## config.mk

```make
export PLATFORM = sky130hd
export DESIGN_NAME = color_gradient_ramp_generator
export DESIGN_NICKNAME = d
export VERILOG_FILES = /design/src/design/cgr_pkg.sv /design/src/design/cgr_seg.sv /design/src/design/cgr_blend.sv /design/src/design/cgr_div.sv /design/src/design/color_gradient_ramp_generator.sv
export SDC_FILE = /design/constraint.sdc
export NUM_CORES = 2
export LEC_CHECK = 0
export BUFFER_PORTS_ARGS = -buffer_cell sky130_fd_sc_hd__buf_2
export CORE_MARGIN = 5
export CORE_UTILIZATION = 60
export CTS_BUF_LIST = sky130_fd_sc_hd__clkbuf_8 sky130_fd_sc_hd__clkbuf_16
export DETAILED_ROUTE_END_ITERATION = 8
export PLACE_DENSITY_LB_ADDON = 0.12
export REMOVE_ABC_BUFFERS = 1
export SLEW_MARGIN = 20
export SYNTH_ARGS = -nofsm -noshare
export SYNTH_HDL_FRONTEND = slang
export SYNTH_SLANG_ARGS = --single-unit
```

## constraint.sdc

```tcl
create_clock -name aclk -period 24.3 [get_ports aclk]
set_clock_uncertainty 0.2 [all_clocks]
set_input_delay 1.215 -clock aclk [delete_from_list [all_inputs] [get_ports aclk]]
set_output_delay 1.215 -clock aclk [all_outputs]
set_load 0.1 [all_outputs]
```

## src/design/cgr_pkg.sv

```systemverilog
// Shared types, widths and constants for the color gradient ramp generator.
package cgr_pkg;

    localparam int MAX_STOPS    = 4;
    localparam int MAX_SPAN     = 1024;
    localparam int STOP_REGS    = 4;
    localparam int STOP_LIM     = (MAX_STOPS < STOP_REGS) ? MAX_STOPS : STOP_REGS;

    localparam int POS_W        = 10;
    localparam int SPAN_W       = 11;
    localparam int CNT_W        = 3;
    localparam int COLOR_W      = 24;
    localparam int CH_W         = 8;
    localparam int NUM_CHANNELS = 3;
    localparam int IDX_W        = 4;
    localparam int DATA_W       = 24;

    localparam int NUM_W        = 12;   // ramp numerator, at most 1023 * 4
    localparam int DEN_W        = 11;   // ramp denominator, at most 1024
    localparam int SEG_W        = 2;
    localparam int PROD_W       = 18;   // 255 * 1024
    localparam int NUMER_W      = 19;   // 2 * 255 * 1024 + 1024
    localparam int DVS_W        = 12;   // 2 * 1024
    localparam int QBITS        = 8;

    localparam logic [COLOR_W-1:0] STOP0_RESET = 24'h00DCB4;
    localparam logic [CNT_W-1:0]   COUNT_RESET = 3'd1;
    localparam logic [SPAN_W-1:0]  SPAN_RESET  = 11'd64;

    typedef enum logic [IDX_W-1:0] {
        REG_STOP_COLOR_0 = 4'd0,
        REG_STOP_COLOR_1 = 4'd1,
        REG_STOP_COLOR_2 = 4'd2,
        REG_STOP_COLOR_3 = 4'd3,
        REG_STOP_COUNT   = 4'd4,
        REG_SMOOTH       = 4'd5,
        REG_MIRROR       = 4'd6,
        REG_AXIS_SPAN    = 4'd7
    } reg_index_t;

    // Effective (saturated) configuration seen by the datapath.
    typedef struct packed {
        logic [STOP_REGS-1:0][COLOR_W-1:0] stop_color;
        logic [CNT_W-1:0]                  stops;
        logic                              smooth;
        logic                              mirror;
        logic [SPAN_W-1:0]                 span;
    } cfg_t;

    typedef struct packed {
        logic [SEG_W-1:0] seg;
        logic [SEG_W-1:0] nb;
        logic [DEN_W-1:0] r;
        logic [DEN_W-1:0] den;
    } seg_t;

    typedef struct packed {
        logic [NUM_CHANNELS-1:0][NUMER_W-1:0] numer;
        logic [DVS_W-1:0]                     dvs;
    } blend_t;

    // Channel c of a packed color: red is 0, green 1, blue 2.
    function automatic logic [CH_W-1:0] chan(input logic [COLOR_W-1:0] color, input int c);
        return color[(NUM_CHANNELS-1-c)*CH_W +: CH_W];
    endfunction

endpackage

```

## src/design/cgr_seg.sv

```systemverilog
// Position fold, ramp fraction and segment / remainder split (three stages).
module cgr_seg (
    input  logic                          aclk,
    input  logic                          aresetn,
    input  cgr_pkg::cfg_t                 cfg,
    input  logic                          in_valid,
    output logic                          in_ready,
    input  logic [cgr_pkg::POS_W-1:0]     in_pos,
    output logic                          out_valid,
    input  logic                          out_ready,
    output cgr_pkg::seg_t                 out_data
);

    logic                         va_reg, vb_reg, vc_reg;
    logic                         en_a, en_b, en_c;

    logic [cgr_pkg::NUM_W-1:0]    num_a_reg, num_a_next;
    logic [cgr_pkg::DEN_W-1:0]    den_a_reg, den_a_next;

    logic [cgr_pkg::NUM_W-1:0]    num_b_reg, num_b_next;
    logic [cgr_pkg::DEN_W-1:0]    den_b_reg;
    logic                         q1_b_reg, q1_b_next;

    cgr_pkg::seg_t                seg_c_reg, seg_c_next;

    // stage A locals
    logic [cgr_pkg::SPAN_W-1:0]   pc, other, idx, len;
    logic [cgr_pkg::SPAN_W:0]     len_sum;

    // stage C locals
    logic                         q0;
    logic [cgr_pkg::NUM_W-1:0]    rem_c;
    logic [cgr_pkg::SEG_W-1:0]    seg;
    logic [cgr_pkg::CNT_W-1:0]    seg_p1, last;

    assign en_c     = !vc_reg || out_ready;
    assign en_b     = !vb_reg || en_c;
    assign en_a     = !va_reg || en_b;
    assign in_ready = en_a;

    // Stage A: clamp, mirror fold, numerator and denominator of the ramp fraction
    always_comb begin
        pc = ({1'b0, in_pos} >= cfg.span) ? cfg.span - 11'd1 : {1'b0, in_pos};
        other   = cfg.span - 11'd1 - pc;
        idx     = (pc < other) ? pc : other;
        len_sum = {1'b0, cfg.span} + 12'd1;
        len     = len_sum[cgr_pkg::SPAN_W:1];
        if (cfg.mirror) begin
            if (len <= 11'd1) begin
                num_a_next = '0;
                den_a_next = 11'd1;
            end else begin
                num_a_next = cgr_pkg::NUM_W'(idx * (cfg.stops - 3'd1));
                den_a_next = len - 11'd1;
            end
        end else begin
            num_a_next = cgr_pkg::NUM_W'(pc * cfg.stops);
            den_a_next = cfg.span;
        end
    end

    // Stage B: high quotient bit (quotient never exceeds three)
    always_comb begin
        q1_b_next  = num_a_reg >= {den_a_reg, 1'b0};
        num_b_next = q1_b_next ? num_a_reg - {den_a_reg, 1'b0} : num_a_reg;
    end

    // Stage C: low quotient bit, remainder, next stop
    always_comb begin
        q0     = num_b_reg >= {1'b0, den_b_reg};
        rem_c  = q0 ? num_b_reg - {1'b0, den_b_reg} : num_b_reg;
        seg    = {q1_b_reg, q0};
        seg_p1 = {1'b0, seg} + 3'd1;
        last   = cfg.stops - 3'd1;
        seg_c_next.seg = seg;
        seg_c_next.den = den_b_reg;
        seg_c_next.r   = rem_c[cgr_pkg::DEN_W-1:0];
        if (cfg.mirror) begin
            seg_c_next.nb = (seg_p1 < cfg.stops) ? seg_p1[cgr_pkg::SEG_W-1:0]
                                                 : last[cgr_pkg::SEG_W-1:0];
        end else begin
            seg_c_next.nb = (seg_p1 == cfg.stops) ? '0 : seg_p1[cgr_pkg::SEG_W-1:0];
        end
        // banded or single stop: blend of a stop with itself gives the stop
        if (!cfg.smooth || cfg.stops == 3'd1) begin
            seg_c_next.nb = seg;
            seg_c_next.r  = '0;
        end
    end

    always_ff @(posedge aclk) begin
        if (!aresetn) begin
            va_reg <= 1'b0;
            vb_reg <= 1'b0;
            vc_reg <= 1'b0;
        end else begin
            if (en_a) va_reg <= in_valid;
            if (en_b) vb_reg <= va_reg;
            if (en_c) vc_reg <= vb_reg;
        end
    end

    always_ff @(posedge aclk) begin
        if (en_a) begin
            num_a_reg <= num_a_next;
            den_a_reg <= den_a_next;
        end
        if (en_b) begin
            num_b_reg <= num_b_next;
            den_b_reg <= den_a_reg;
            q1_b_reg  <= q1_b_next;
        end
        if (en_c) seg_c_reg <= seg_c_next;
    end

    assign out_valid = vc_reg;
    assign out_data  = seg_c_reg;

endmodule

```

## src/design/cgr_blend.sv

```systemverilog
// Stop lookup, weighted products and rounding numerator (two stages).
module cgr_blend (
    input  logic              aclk,
    input  logic              aresetn,
    input  cgr_pkg::cfg_t     cfg,
    input  logic              in_valid,
    output logic              in_ready,
    input  cgr_pkg::seg_t     in_data,
    output logic              out_valid,
    input  logic              out_ready,
    output cgr_pkg::blend_t   out_data
);

    logic                          vd_reg, ve_reg;
    logic                          en_d, en_e;

    logic [cgr_pkg::NUM_CHANNELS-1:0][cgr_pkg::PROD_W-1:0] pa_reg, pa_next;
    logic [cgr_pkg::NUM_CHANNELS-1:0][cgr_pkg::PROD_W-1:0] pb_reg, pb_next;
    logic [cgr_pkg::DEN_W-1:0]     den_d_reg;
    cgr_pkg::blend_t               bl_reg, bl_next;

    logic [cgr_pkg::COLOR_W-1:0]   color_a, color_b;
    logic [cgr_pkg::DEN_W-1:0]     wa;
    logic [cgr_pkg::NUMER_W-1:0]   sum;

    assign en_e     = !ve_reg || out_ready;
    assign en_d     = !vd_reg || en_e;
    assign in_ready = en_d;

    // Stage D: a * (D - r) and b * r per channel
    always_comb begin
        color_a = cfg.stop_color[in_data.seg];
        color_b = cfg.stop_color[in_data.nb];
        wa      = in_data.den - in_data.r;
        for (int c = 0; c < cgr_pkg::NUM_CHANNELS; c++) begin
            pa_next[c] = cgr_pkg::PROD_W'(cgr_pkg::chan(color_a, c) * wa);
            pb_next[c] = cgr_pkg::PROD_W'(cgr_pkg::chan(color_b, c) * in_data.r);
        end
    end

    // Stage E: 2 * (sum) + D, divisor 2 * D
    always_comb begin
        sum = '0;
        for (int c = 0; c < cgr_pkg::NUM_CHANNELS; c++) begin
            sum = cgr_pkg::NUMER_W'(pa_reg[c]) + cgr_pkg::NUMER_W'(pb_reg[c]);
            bl_next.numer[c] = {sum[cgr_pkg::NUMER_W-2:0], 1'b0}
                             + cgr_pkg::NUMER_W'(den_d_reg);
        end
        bl_next.dvs = {den_d_reg, 1'b0};
    end

    always_ff @(posedge aclk) begin
        if (!aresetn) begin
            vd_reg <= 1'b0;
            ve_reg <= 1'b0;
        end else begin
            if (en_d) vd_reg <= in_valid;
            if (en_e) ve_reg <= vd_reg;
        end
    end

    always_ff @(posedge aclk) begin
        if (en_d) begin
            pa_reg    <= pa_next;
            pb_reg    <= pb_next;
            den_d_reg <= in_data.den;
        end
        if (en_e) bl_reg <= bl_next;
    end

    assign out_valid = ve_reg;
    assign out_data  = bl_reg;

endmodule

```

## src/design/cgr_div.sv

```systemverilog
// Pipelined restoring divider, one quotient bit per stage, three channels.
module cgr_div (
    input  logic              aclk,
    input  logic              aresetn,
    input  logic              in_valid,
    output logic              in_ready,
    input  cgr_pkg::blend_t   in_data,
    output logic              out_valid,
    input  logic              out_ready,
    output logic [cgr_pkg::NUM_CHANNELS-1:0][cgr_pkg::CH_W-1:0] out_q
);

    localparam int LAST = cgr_pkg::QBITS - 1;

    logic [cgr_pkg::QBITS-1:0] valid_reg;
    logic [cgr_pkg::QBITS-1:0] en;
    logic [cgr_pkg::QBITS-1:0][cgr_pkg::NUM_CHANNELS-1:0][cgr_pkg::NUMER_W-1:0] rem_reg;
    logic [cgr_pkg::QBITS-1:0][cgr_pkg::NUM_CHANNELS-1:0][cgr_pkg::QBITS-1:0]   q_reg;
    logic [cgr_pkg::QBITS-1:0][cgr_pkg::DVS_W-1:0]                              dvs_reg;

    assign in_ready = en[0];

    for (genvar i = 0; i < cgr_pkg::QBITS; i++) begin : g_stage
        localparam int K = cgr_pkg::QBITS - 1 - i;

        logic                                                     v_in;
        logic [cgr_pkg::DVS_W-1:0]                                dvs_in;
        logic [cgr_pkg::NUM_CHANNELS-1:0][cgr_pkg::NUMER_W-1:0]   rem_in, rem_next;
        logic [cgr_pkg::NUM_CHANNELS-1:0][cgr_pkg::QBITS-1:0]     q_in, q_next;
        logic [cgr_pkg::NUMER_W-1:0]                              trial;

        if (i == 0) begin : g_first
            assign v_in   = in_valid;
            assign dvs_in = in_data.dvs;
            assign rem_in = in_data.numer;
            assign q_in   = '0;
        end else begin : g_rest
            assign v_in   = valid_reg[i-1];
            assign dvs_in = dvs_reg[i-1];
            assign rem_in = rem_reg[i-1];
            assign q_in   = q_reg[i-1];
        end

        if (i == LAST) begin : g_en_last
            assign en[i] = !valid_reg[i] || out_ready;
        end else begin : g_en_mid
            assign en[i] = !valid_reg[i] || en[i+1];
        end

        assign trial = cgr_pkg::NUMER_W'(dvs_in) << K;

        always_comb begin
            for (int c = 0; c < cgr_pkg::NUM_CHANNELS; c++) begin
                if (rem_in[c] >= trial) begin
                    rem_next[c] = rem_in[c] - trial;
                    q_next[c]   = q_in[c] | (cgr_pkg::QBITS'(1) << K);
                end else begin
                    rem_next[c] = rem_in[c];
                    q_next[c]   = q_in[c];
                end
            end
        end

        always_ff @(posedge aclk) begin
            if (!aresetn) begin
                valid_reg[i] <= 1'b0;
            end else if (en[i]) begin
                valid_reg[i] <= v_in;
            end
        end

        always_ff @(posedge aclk) begin
            if (en[i]) begin
                rem_reg[i] <= rem_next;
                q_reg[i]   <= q_next;
                dvs_reg[i] <= dvs_in;
            end
        end
    end

    assign out_valid = valid_reg[LAST];
    always_comb begin
        for (int c = 0; c < cgr_pkg::NUM_CHANNELS; c++) begin
            out_q[c] = q_reg[LAST][c][cgr_pkg::CH_W-1:0];
        end
    end

endmodule

```

## src/design/color_gradient_ramp_generator.sv

```systemverilog
// Pipeline from an accepted request to its color on m_valid: 3 fraction stages,
// 2 blend stages, 8 divider stages, one quotient bit each.
// Throughput: one request per cycle while m_ready is high; every stage has its own valid bit and
// stalls only when full and blocked downstream, so bubbles are absorbed.
// Reset (aresetn low, synchronous): pipeline emptied, registers return to
// stop 0 = 0x00DCB4, other stops 0, one stop, smooth on, mirror off, span 64.
module color_gradient_ramp_generator (
    input  logic                                aclk,
    input  logic                                aresetn,
    // configuration writes
    input  logic                                cfg_valid,
    output logic                                cfg_ready,
    input  logic [cgr_pkg::IDX_W-1:0]           cfg_index,
    input  logic [cgr_pkg::DATA_W-1:0]          cfg_data,
    // position requests
    input  logic                                s_valid,
    output logic                                s_ready,
    input  logic [cgr_pkg::POS_W-1:0]           s_axis_position,
    // pixel colors
    output logic                                m_valid,
    input  logic                                m_ready,
    output logic [cgr_pkg::CH_W-1:0]            m_red,
    output logic [cgr_pkg::CH_W-1:0]            m_green,
    output logic [cgr_pkg::CH_W-1:0]            m_blue
);

    // ------------------------------------------------------------------
    // Configuration registers. Writes are always taken; data is masked to
    // each register's width, indexes past the list are dropped.
    // ------------------------------------------------------------------
    logic [cgr_pkg::STOP_REGS-1:0][cgr_pkg::COLOR_W-1:0] stop_color_reg;
    logic [cgr_pkg::CNT_W-1:0]   stop_count_reg;
    logic                        smooth_reg;
    logic                        mirror_reg;
    logic [cgr_pkg::SPAN_W-1:0]  axis_span_reg;

    assign cfg_ready = 1'b1;

    always_ff @(posedge aclk) begin
        if (!aresetn) begin
            // stop 0 sits in the low bits, the other stops clear
            stop_color_reg    <= (cgr_pkg::STOP_REGS*cgr_pkg::COLOR_W)'(cgr_pkg::STOP0_RESET);
            stop_count_reg    <= cgr_pkg::COUNT_RESET;
            smooth_reg        <= 1'b1;
            mirror_reg        <= 1'b0;
            axis_span_reg     <= cgr_pkg::SPAN_RESET;
        end else if (cfg_valid && cfg_ready) begin
            case (cfg_index)
                cgr_pkg::REG_STOP_COLOR_0: stop_color_reg[0] <= cfg_data[cgr_pkg::COLOR_W-1:0];
                cgr_pkg::REG_STOP_COLOR_1: stop_color_reg[1] <= cfg_data[cgr_pkg::COLOR_W-1:0];
                cgr_pkg::REG_STOP_COLOR_2: stop_color_reg[2] <= cfg_data[cgr_pkg::COLOR_W-1:0];
                cgr_pkg::REG_STOP_COLOR_3: stop_color_reg[3] <= cfg_data[cgr_pkg::COLOR_W-1:0];
                cgr_pkg::REG_STOP_COUNT:   stop_count_reg    <= cfg_data[cgr_pkg::CNT_W-1:0];
                cgr_pkg::REG_SMOOTH:       smooth_reg        <= cfg_data[0];
                cgr_pkg::REG_MIRROR:       mirror_reg        <= cfg_data[0];
                cgr_pkg::REG_AXIS_SPAN:    axis_span_reg     <= cfg_data[cgr_pkg::SPAN_W-1:0];
                default: ;
            endcase
        end
    end

    // ------------------------------------------------------------------
    // Effective settings: stop count forced into 1..STOP_LIM, span into
    // 1..MAX_SPAN. Every stage reads these directly; the user must change
    // registers only while the pipe is empty, which the block does not enforce.
    // ------------------------------------------------------------------
    cgr_pkg::cfg_t cfg;

    always_comb begin
        cfg.stop_color = stop_color_reg;
        cfg.smooth     = smooth_reg;
        cfg.mirror     = mirror_reg;
        if (stop_count_reg == '0)
            cfg.stops = cgr_pkg::CNT_W'(1);
        else if (stop_count_reg > cgr_pkg::CNT_W'(cgr_pkg::STOP_LIM))
            cfg.stops = cgr_pkg::CNT_W'(cgr_pkg::STOP_LIM);
        else
            cfg.stops = stop_count_reg;
        if (axis_span_reg == '0)
            cfg.span = cgr_pkg::SPAN_W'(1);
        else if (axis_span_reg > cgr_pkg::SPAN_W'(cgr_pkg::MAX_SPAN))
            cfg.span = cgr_pkg::SPAN_W'(cgr_pkg::MAX_SPAN);
        else
            cfg.span = axis_span_reg;
    end

    // ------------------------------------------------------------------
    // Datapath: fraction f = num/den split into segment and remainder,
    // then per channel floor((2*(a*(D-r) + b*r) + D) / (2*D)).
    // Banded mode and single stop reuse the blend with b = a, r = 0.
    // ------------------------------------------------------------------
    logic            seg_valid, seg_ready;
    cgr_pkg::seg_t   seg_data;
    logic            bl_valid, bl_ready;
    cgr_pkg::blend_t bl_data;
    logic [cgr_pkg::NUM_CHANNELS-1:0][cgr_pkg::CH_W-1:0] q;

    cgr_seg u_seg (
        .aclk      (aclk),
        .aresetn   (aresetn),
        .cfg       (cfg),
        .in_valid  (s_valid),
        .in_ready  (s_ready),
        .in_pos    (s_axis_position),
        .out_valid (seg_valid),
        .out_ready (seg_ready),
        .out_data  (seg_data)
    );

    cgr_blend u_blend (
        .aclk      (aclk),
        .aresetn   (aresetn),
        .cfg       (cfg),
        .in_valid  (seg_valid),
        .in_ready  (seg_ready),
        .in_data   (seg_data),
        .out_valid (bl_valid),
        .out_ready (bl_ready),
        .out_data  (bl_data)
    );

    // last divider stage doubles as the output register
    cgr_div u_div (
        .aclk      (aclk),
        .aresetn   (aresetn),
        .in_valid  (bl_valid),
        .in_ready  (bl_ready),
        .in_data   (bl_data),
        .out_valid (m_valid),
        .out_ready (m_ready),
        .out_q     (q)
    );

    assign m_red   = q[0];
    assign m_green = q[1];
    assign m_blue  = q[2];

endmodule

```

# [Word-level counts from Yosys, hierarchy flattened]
# Index checks and enable logic that the tools add are counted.
[word_totals] elab_cells=285 out_inout_bits=27 inputBits=43 regBits=1053
[op_classes] reduce_logical=39 n_mux=44 magnitude_cmp=34 n_eq_ne=9 n_addsub=37 n_mul=8
[op_table] operator="$mux 19" count=21
[op_table] operator="$mul 8x11->18" count=6
[op_table] operator="$bmux 24 s2" count=2
[op_table] operator="$mux 11" count=7
[op_table] operator="$add 19x11->19" count=3
[op_table] operator="$ge 19x12->1" count=3
[op_table] operator="$ge 19x13->1" count=3
[op_table] operator="$ge 19x14->1" count=3
[op_table] operator="$ge 19x15->1" count=3
[op_table] operator="$ge 19x16->1" count=3
[op_table] operator="$ge 19x17->1" count=3
[op_table] operator="$ge 19x18->1" count=3
[op_table] operator="$ge 19x19->1" count=3
[op_table] operator="$sub 19x13->19" count=3
[op_table] operator="$sub 19x14->19" count=3
[op_table] operator="$sub 19x15->19" count=3
[op_table] operator="$sub 19x16->19" count=3
[op_table] operator="$sub 19x17->19" count=3
[op_table] operator="$sub 19x18->19" count=3
[op_table] operator="$sub 19x19->19" count=3
[op_table] operator="$add 18x18->18" count=3
[op_table] operator="$mux 24" count=2
[op_table] operator="$mux 12" count=3
[op_table] operator="$sub 11x11->11" count=3
[op_table] operator="other kinds (32)" count=76

# [Longest topological paths before layout]
[logic_depth] word_depth=14 mapped_depth=52

# [Hierarchy]
# Synthesis repeated with hierarchy kept, for this count alone.
[unflattened] cells_unflattened=7251 area_unflattened_um2=74113.6
[by_module_without_submodules] mod="cgr_div" area_per_inst_um2=34817.1 seq_area_each_um2=17907.2 n_inst=1 cells_per_inst=3052
[by_module_without_submodules] mod="cgr_blend" area_per_inst_um2=27223.6 seq_area_each_um2=5565.3 n_inst=1 cells_per_inst=2896
[by_module_without_submodules] mod="cgr_seg" area_per_inst_um2=7691.1 seq_area_each_um2=2252.2 n_inst=1 cells_per_inst=868
[by_module_without_submodules] mod="color_gradient_ramp_generator" area_per_inst_um2=4381.7 seq_area_each_um2=2242.2 n_inst=1 cells_per_inst=435

# [Worst setup path before layout]
# No wires, ideal clock.
[synth_path] path_type="input to register" from="input s_axis_position[0] (netlist bit)" to="register u_seg.num_a_reg[11] (netlist bit), data pin" arrival_time_ps=10156 path_buffers=2 setup_time_ps=150 slack_ps=13794 path_stages=41 required_ps=23950 path_cell_list="inv_1 -> ha_1 -> nor2b_1 -> o21ai_0 -> a41oi_2 -> a21oi_2 -> clkbuf_1 -> nor2_1 -> a21oi_1 -> ha_1 -> inv_1 -> fa_1 -> a211oi_1 -> nor2_1 -> o31ai_1 -> nor3_1 -> a21oi_1 -> nand3b_1 -> [5 not listed] -> nand2_1 -> clkbuf_1 -> mux2i_1 -> or2_2 -> fa_1 -> inv_1 -> fa_1 -> fa_1 -> inv_1 -> fa_1 -> fa_1 -> inv_1 -> ha_1 -> a21oi_1 -> xnor2_1 -> o21a_1 -> a2111o_1 -> o211ai_2"
[synth_between] elab_chain_len=8 word_cells_on_any_way=9 classes_between="1 x add/sub; 2 x mul; 2 x order compare; 4 x mux"
[synth_rtl] element="start, declared" line_no="color_gradient_ramp_generator.sv:18" text="input logic [cgr_pkg::POS_W-1:0] s_axis_position,"
[synth_rtl] element="$ge 10x11->1" line_no="cgr_seg.sv:43" text="pc = ({1'b0, in_pos} >= cfg.span) ? cfg.span - 11'd1 : {1'b0, in_pos};"
[synth_rtl] element="$mux 11 (*)" line_no="cgr_seg.sv:43"
[synth_rtl] element="$sub 11x11->11" line_no="cgr_seg.sv:44" text="other = cfg.span - 11'd1 - pc;"
[synth_rtl] element="$lt 11x11->1" line_no="cgr_seg.sv:45" text="idx = (pc < other) ? pc : other;"
[synth_rtl] element="$mux 11" line_no="cgr_seg.sv:45"
[synth_rtl] element="$mul 11x12->12" line_no="cgr_seg.sv:53" text="num_a_next = cgr_pkg::NUM_W'(idx * (cfg.stops - 3'd1));"
[synth_rtl] element="$mux 12" line_no="cgr_seg.sv:49" text="if (len <= 11'd1) begin"
[synth_rtl] element="$mux 12 (*)" line_no="cgr_seg.sv:48" text="if (cfg.mirror) begin"
[synth_rtl] element="net u_seg.num_a_next, one bit" line_no="cgr_seg.sv:17" text="logic [cgr_pkg::NUM_W-1:0] num_a_reg, num_a_next;"
[synth_rtl] element="end signal, assigned" line_no="cgr_seg.sv:105" text="num_a_reg <= num_a_next;"
[synth_rtl] element="end, declared" line_no="cgr_seg.sv:17"
# The timed path passes the listed nets; every way through them passes the cells marked *.
# A chain may end at the register's enable or synchronous reset.

# [Final worst setup path]
[layout_path] from="register axis_span_reg[5] (netlist bit)" to="register u_seg.num_a_reg[11] (netlist bit), data pin"
[layout_between] elab_chain_len=11 word_cells_on_any_way=16 classes_between="3 x add/sub; 2 x mul; 4 x order compare; 6 x mux; 1 x reduce/logical"
[layout_rtl] element="start, declared" line_no="color_gradient_ramp_generator.sv:35" text="logic [cgr_pkg::SPAN_W-1:0] axis_span_reg;"
[layout_rtl] element="start signal, assigned" line_no="color_gradient_ramp_generator.sv:46" text="axis_span_reg <= cgr_pkg::SPAN_RESET;"
[layout_rtl] element="start signal, assigned" line_no="color_gradient_ramp_generator.sv:56" text="cgr_pkg::REG_AXIS_SPAN: axis_span_reg <= cfg_data[cgr_pkg::SPAN_W-1:0];"
[layout_rtl] element="$gt 11x11->1" line_no="color_gradient_ramp_generator.sv:81" text="else if (axis_span_reg > cgr_pkg::SPAN_W'(cgr_pkg::MAX_SPAN))"
[layout_rtl] element="$mux 11" line_no="color_gradient_ramp_generator.sv:81"
[layout_rtl] element="$mux 11 (*)" line_no="color_gradient_ramp_generator.sv:79" text="if (axis_span_reg == '0)"
[layout_rtl] element="$sub 11x1->11 / $ge 10x11->1 (equally long branches)" line_no="cgr_seg.sv:43, cgr_seg.sv:44"
[layout_rtl] element="$mux 11" line_no="cgr_seg.sv:43"
[layout_rtl] element="$sub 11x11->11" line_no="cgr_seg.sv:44"
[layout_rtl] element="$lt 11x11->1" line_no="cgr_seg.sv:45"
[layout_rtl] element="$mux 11" line_no="cgr_seg.sv:45"
[layout_rtl] element="$mul 11x12->12" line_no="cgr_seg.sv:53"
[layout_rtl] element="$mux 12" line_no="cgr_seg.sv:49"
[layout_rtl] element="$mux 12 (*)" line_no="cgr_seg.sv:48"
[layout_rtl] element="net u_seg.num_a_next, one bit" line_no="cgr_seg.sv:17"
# Marked as above.

==> summary.md <==
| Metric | Value |
|---|---|
| Fin area | slightly below 80000 µm² |
| Share of cells above drive strength 1 | 6.83% |
| WL final | 171000 µm |
| Final max-slew violation count | 0 |
| Avg Cell Area, Syn | between 10 and 15 µm² |
| CTS max path bufs | 3 |
| Max reg flops | roughly 390 |
| Commonest non-fill, non-tap cell in the layout | nand2_1 |
| Post-synth ARST share | 0% |
| R2R depth | 42 |
| Status | completed |
| Via count | between 50000 and 60000 |
| Multi-input logic area | 40400 µm² |
| Final setup viols | 0 |
| GRT Resource Usage Total | 27.3% |
| Antenna Violating Nets Remaining | 0 |
| Initial antenna violation count | 2 |
| Area of placed instances | 73300 µm² |
| First drt pass iteration count | 6 |
| RSZ-0062 raised after global routing | no |
| EDFF count, synth | between 800 and 900 |
| Actual slew at the worst max-slew pin | about 1.1 ns |
| Seq/Total Area, Yosys | 38.1% |
| Initial Util | just over 60% |
| Vias in the first global route | a little over 50000 |
| Fillers | 9326 |
| Final Hold Viols | 0 |
| Crit end category | register |
| Postcts setup bufs | 0 |
| Slew margin rel. | approximately a quarter |
| Worst Setup Start Kind | register |
| Worst r2r src | axis_span_reg[5] |
| Fin crit period | 12.09 ns |
| R2r endpoint | u_seg.num_a_reg[11] |
| GP Congestion | 0.941 |
| First-pass GRT wire length | roughly 270000 µm |
| DP HPWL | around 130000 µm |
| Clock latency on the worst-skew pair | between 0.7 and 0.8 ns |
| Post-synth top area share | between 30% and 40% |
| Row count | 126 |
| Synth area leader | edfxtp_1 |
| Crit Path Class | reg2reg |
| DRC violations left | 0 |
| Die Width | about 350 µm |
| Total die area | approximately 130000 µm² |
| IO Pins | 70 |
| CTS resizes | 0 |
| Total core area | between 100000 and 150000 µm² |
| Reg2Reg Setup Slack | between 10 and 15 ns |
| Syn-to-layout area delta | 8.14% |
| Die Height | 354 µm |
| Mapped Area | approximately 70000 µm² |
| H-tree levels | 3 |
| FF+latch area | 27100 µm² |
| Num CTS Buffers | around 110 |
| Most frequent CP cell | fa_1 |
| Synth Instances | 6989 |
| Iter 0 DRT Violations | ~2800 |
| Port Buffer Count | approximately 70 |
| Main synth FF type | edfxtp_1 |
| Slowest CP cell | a21oi_2 |
| Largest stage delay, worst path | ~0.63 ns |
| Yosys warns | 0 |
| CTS tree | done |
| CP required | roughly 25 ns |
| Largest net degree at the start of global routing | 98 |
| Seq cells post-synth | 945 |
| Final Cycle Share | 49.7% |
| CTS sink count | approximately 950 |
| Nets | roughly 8000 |
| Top post-synthesis cells by area | edfxtp_1 (35%), ha_1 (12%), fa_1 (11%), nand2_1 (4.7%), inv_1 (4.3%) |
| Crit path to | u_seg.num_a_reg[11] |
| HP Class | reg2reg |
| DP Worst Slack | between 10 and 15 ns |
| Worst path arrival time | 12.44 ns |
| GRT Residual Overflow | 0 |
| Via density per instance | around 5.8 |
| Crit-path max FO | 18 |
| CTS root buf | clkbuf_16 |
| Power Density | 96.7 nW/µm² |
| Worst VDD drop | 0.0639 mV |
| Fmax | approximately 83 MHz |
| Worst setup path start | axis_span_reg[5] |
| Max Cap Violations | 0 |
| Post-CTS Hold Fix Bufs | 0 |
| Most frequent cells in the layout | nand2_1 (880), inv_1 (827), edfxtp_1 (820), ha_1 (676), nor2_1 (419) |
| WL/cell | 19.7 µm |
| Cell variety after synth | 90 |
| Final setup margin | 12.21 ns |
| Pleak | around 33 nW |
| Reg clk slew, reported paths | 0.07 ns |
| Fin Setup TNS | 0 ns |
[metrics by stage]
| step | total power, mW | utilization, % | instances | hold WS (ns) |
|---|---|---|---|---|
| after global routing | 7.97 | 65.3 | 8666 | 0.188 |
| after detailed placement | 5.76 | 62.1 | 8469 | 0.205 |
| final | 7.44 | 65.3 | 8667 | 0.203 |
| after CTS | 7.45 | 65.2 | 8666 | 0.199 |
| after global placement | 5.68 | 62.1 | 8469 | 0.200 |
| after floorplan | 4.94 | - | 6808 | 0.200 |
[logic make-up after synthesis]
group,share of synthesized area [%]
compound gates,11.2
flops,38.1
xor+xnor,4.96
mux,3.28
buf+inv,5.46
fa+ha+maj,22.9
simple gates,14.0
other cells,0.0106
[worst max-delay path, delay by kind of cell (launching register included)]
kind | cells | cell delay, ns
fa+ha+maj | 10 | 4.12
compound gates | 12 | 3.60
simple gates | 12 | 2.44
mux | 1 | 0.45
xor+xnor | 2 | 0.45
flops | 1 | 0.39
buf+inv | 5 | 0.29
[layout make-up]
cell class,instances,share of cell area [%]
clock buffer,108,3.47
inverter,822,4.01
clock inverter,89,1.31
sequential,945,35.3
timing repair buffer,125,1.00
multi-input combinational,5041,52.5
antenna,1,0.00325
tap,1536,2.50
[where the power goes]
part           switching, mW  leakage [nW]  total [mW]  internal, mW
Clock                  0.692          1.81        1.66         0.968
Sequential             0.245          10.2        2.60          2.36
Combinational           1.87          21.1        3.18          1.31
[worst min-delay path by stage]
stage / from / endpoint / slack, ns / depth (start not counted)
2_1_floorplan: u_blend.den_d_reg[0] / u_blend.out_data[50] / 0.20 / 0
3_3_place_gp: u_div.g_stage[7].q_in[9] / u_div.out_q[9] / 0.20 / 0
3_5_place_dp: u_div.g_stage[3].q_in[22] / u_div.g_stage[4].q_in[22] / 0.20 / 0
4_1_cts: u_div.g_stage[1].q_in[15] / u_div.g_stage[2].q_in[15] / 0.20 / 0
5_1_grt: u_div.g_stage[1].q_in[15] / u_div.g_stage[2].q_in[15] / 0.19 / 0
6_report: u_div.g_stage[1].q_in[15] / u_div.g_stage[2].q_in[15] / 0.20 / 0
[cells in the mapped netlist (61+ instances only)]
cell type  number
and2_1        173
a21boi_0      174
mux2_2         74
nand2b_1       65
nand3_1        79
mux2i_1        61
o21ai_0       302
nand2_1       883
a21o_1        117
nor3_1         99
nor2b_1       116
xnor2_1       286
dfxtp_1       125
nor2_1        422
fa_1          393
edfxtp_1      820
inv_1         820
ha_1          676
xor2_1        117
a21oi_1       285
clkbuf_1      190
[layer usage]
layer / track usage (%) / vias to the layer above / routed length [µm]
met5: 0 / - / 0
met4: 16.6 / 0 / 12400
met3: 3.20 / 457 / 7970
met2: 49.0 / 1367 / 85300
met1: 31.4 / 24095 / 65100
li1: - / 24213 / -
No activity file was read; power rests on OpenSTA's default activity.
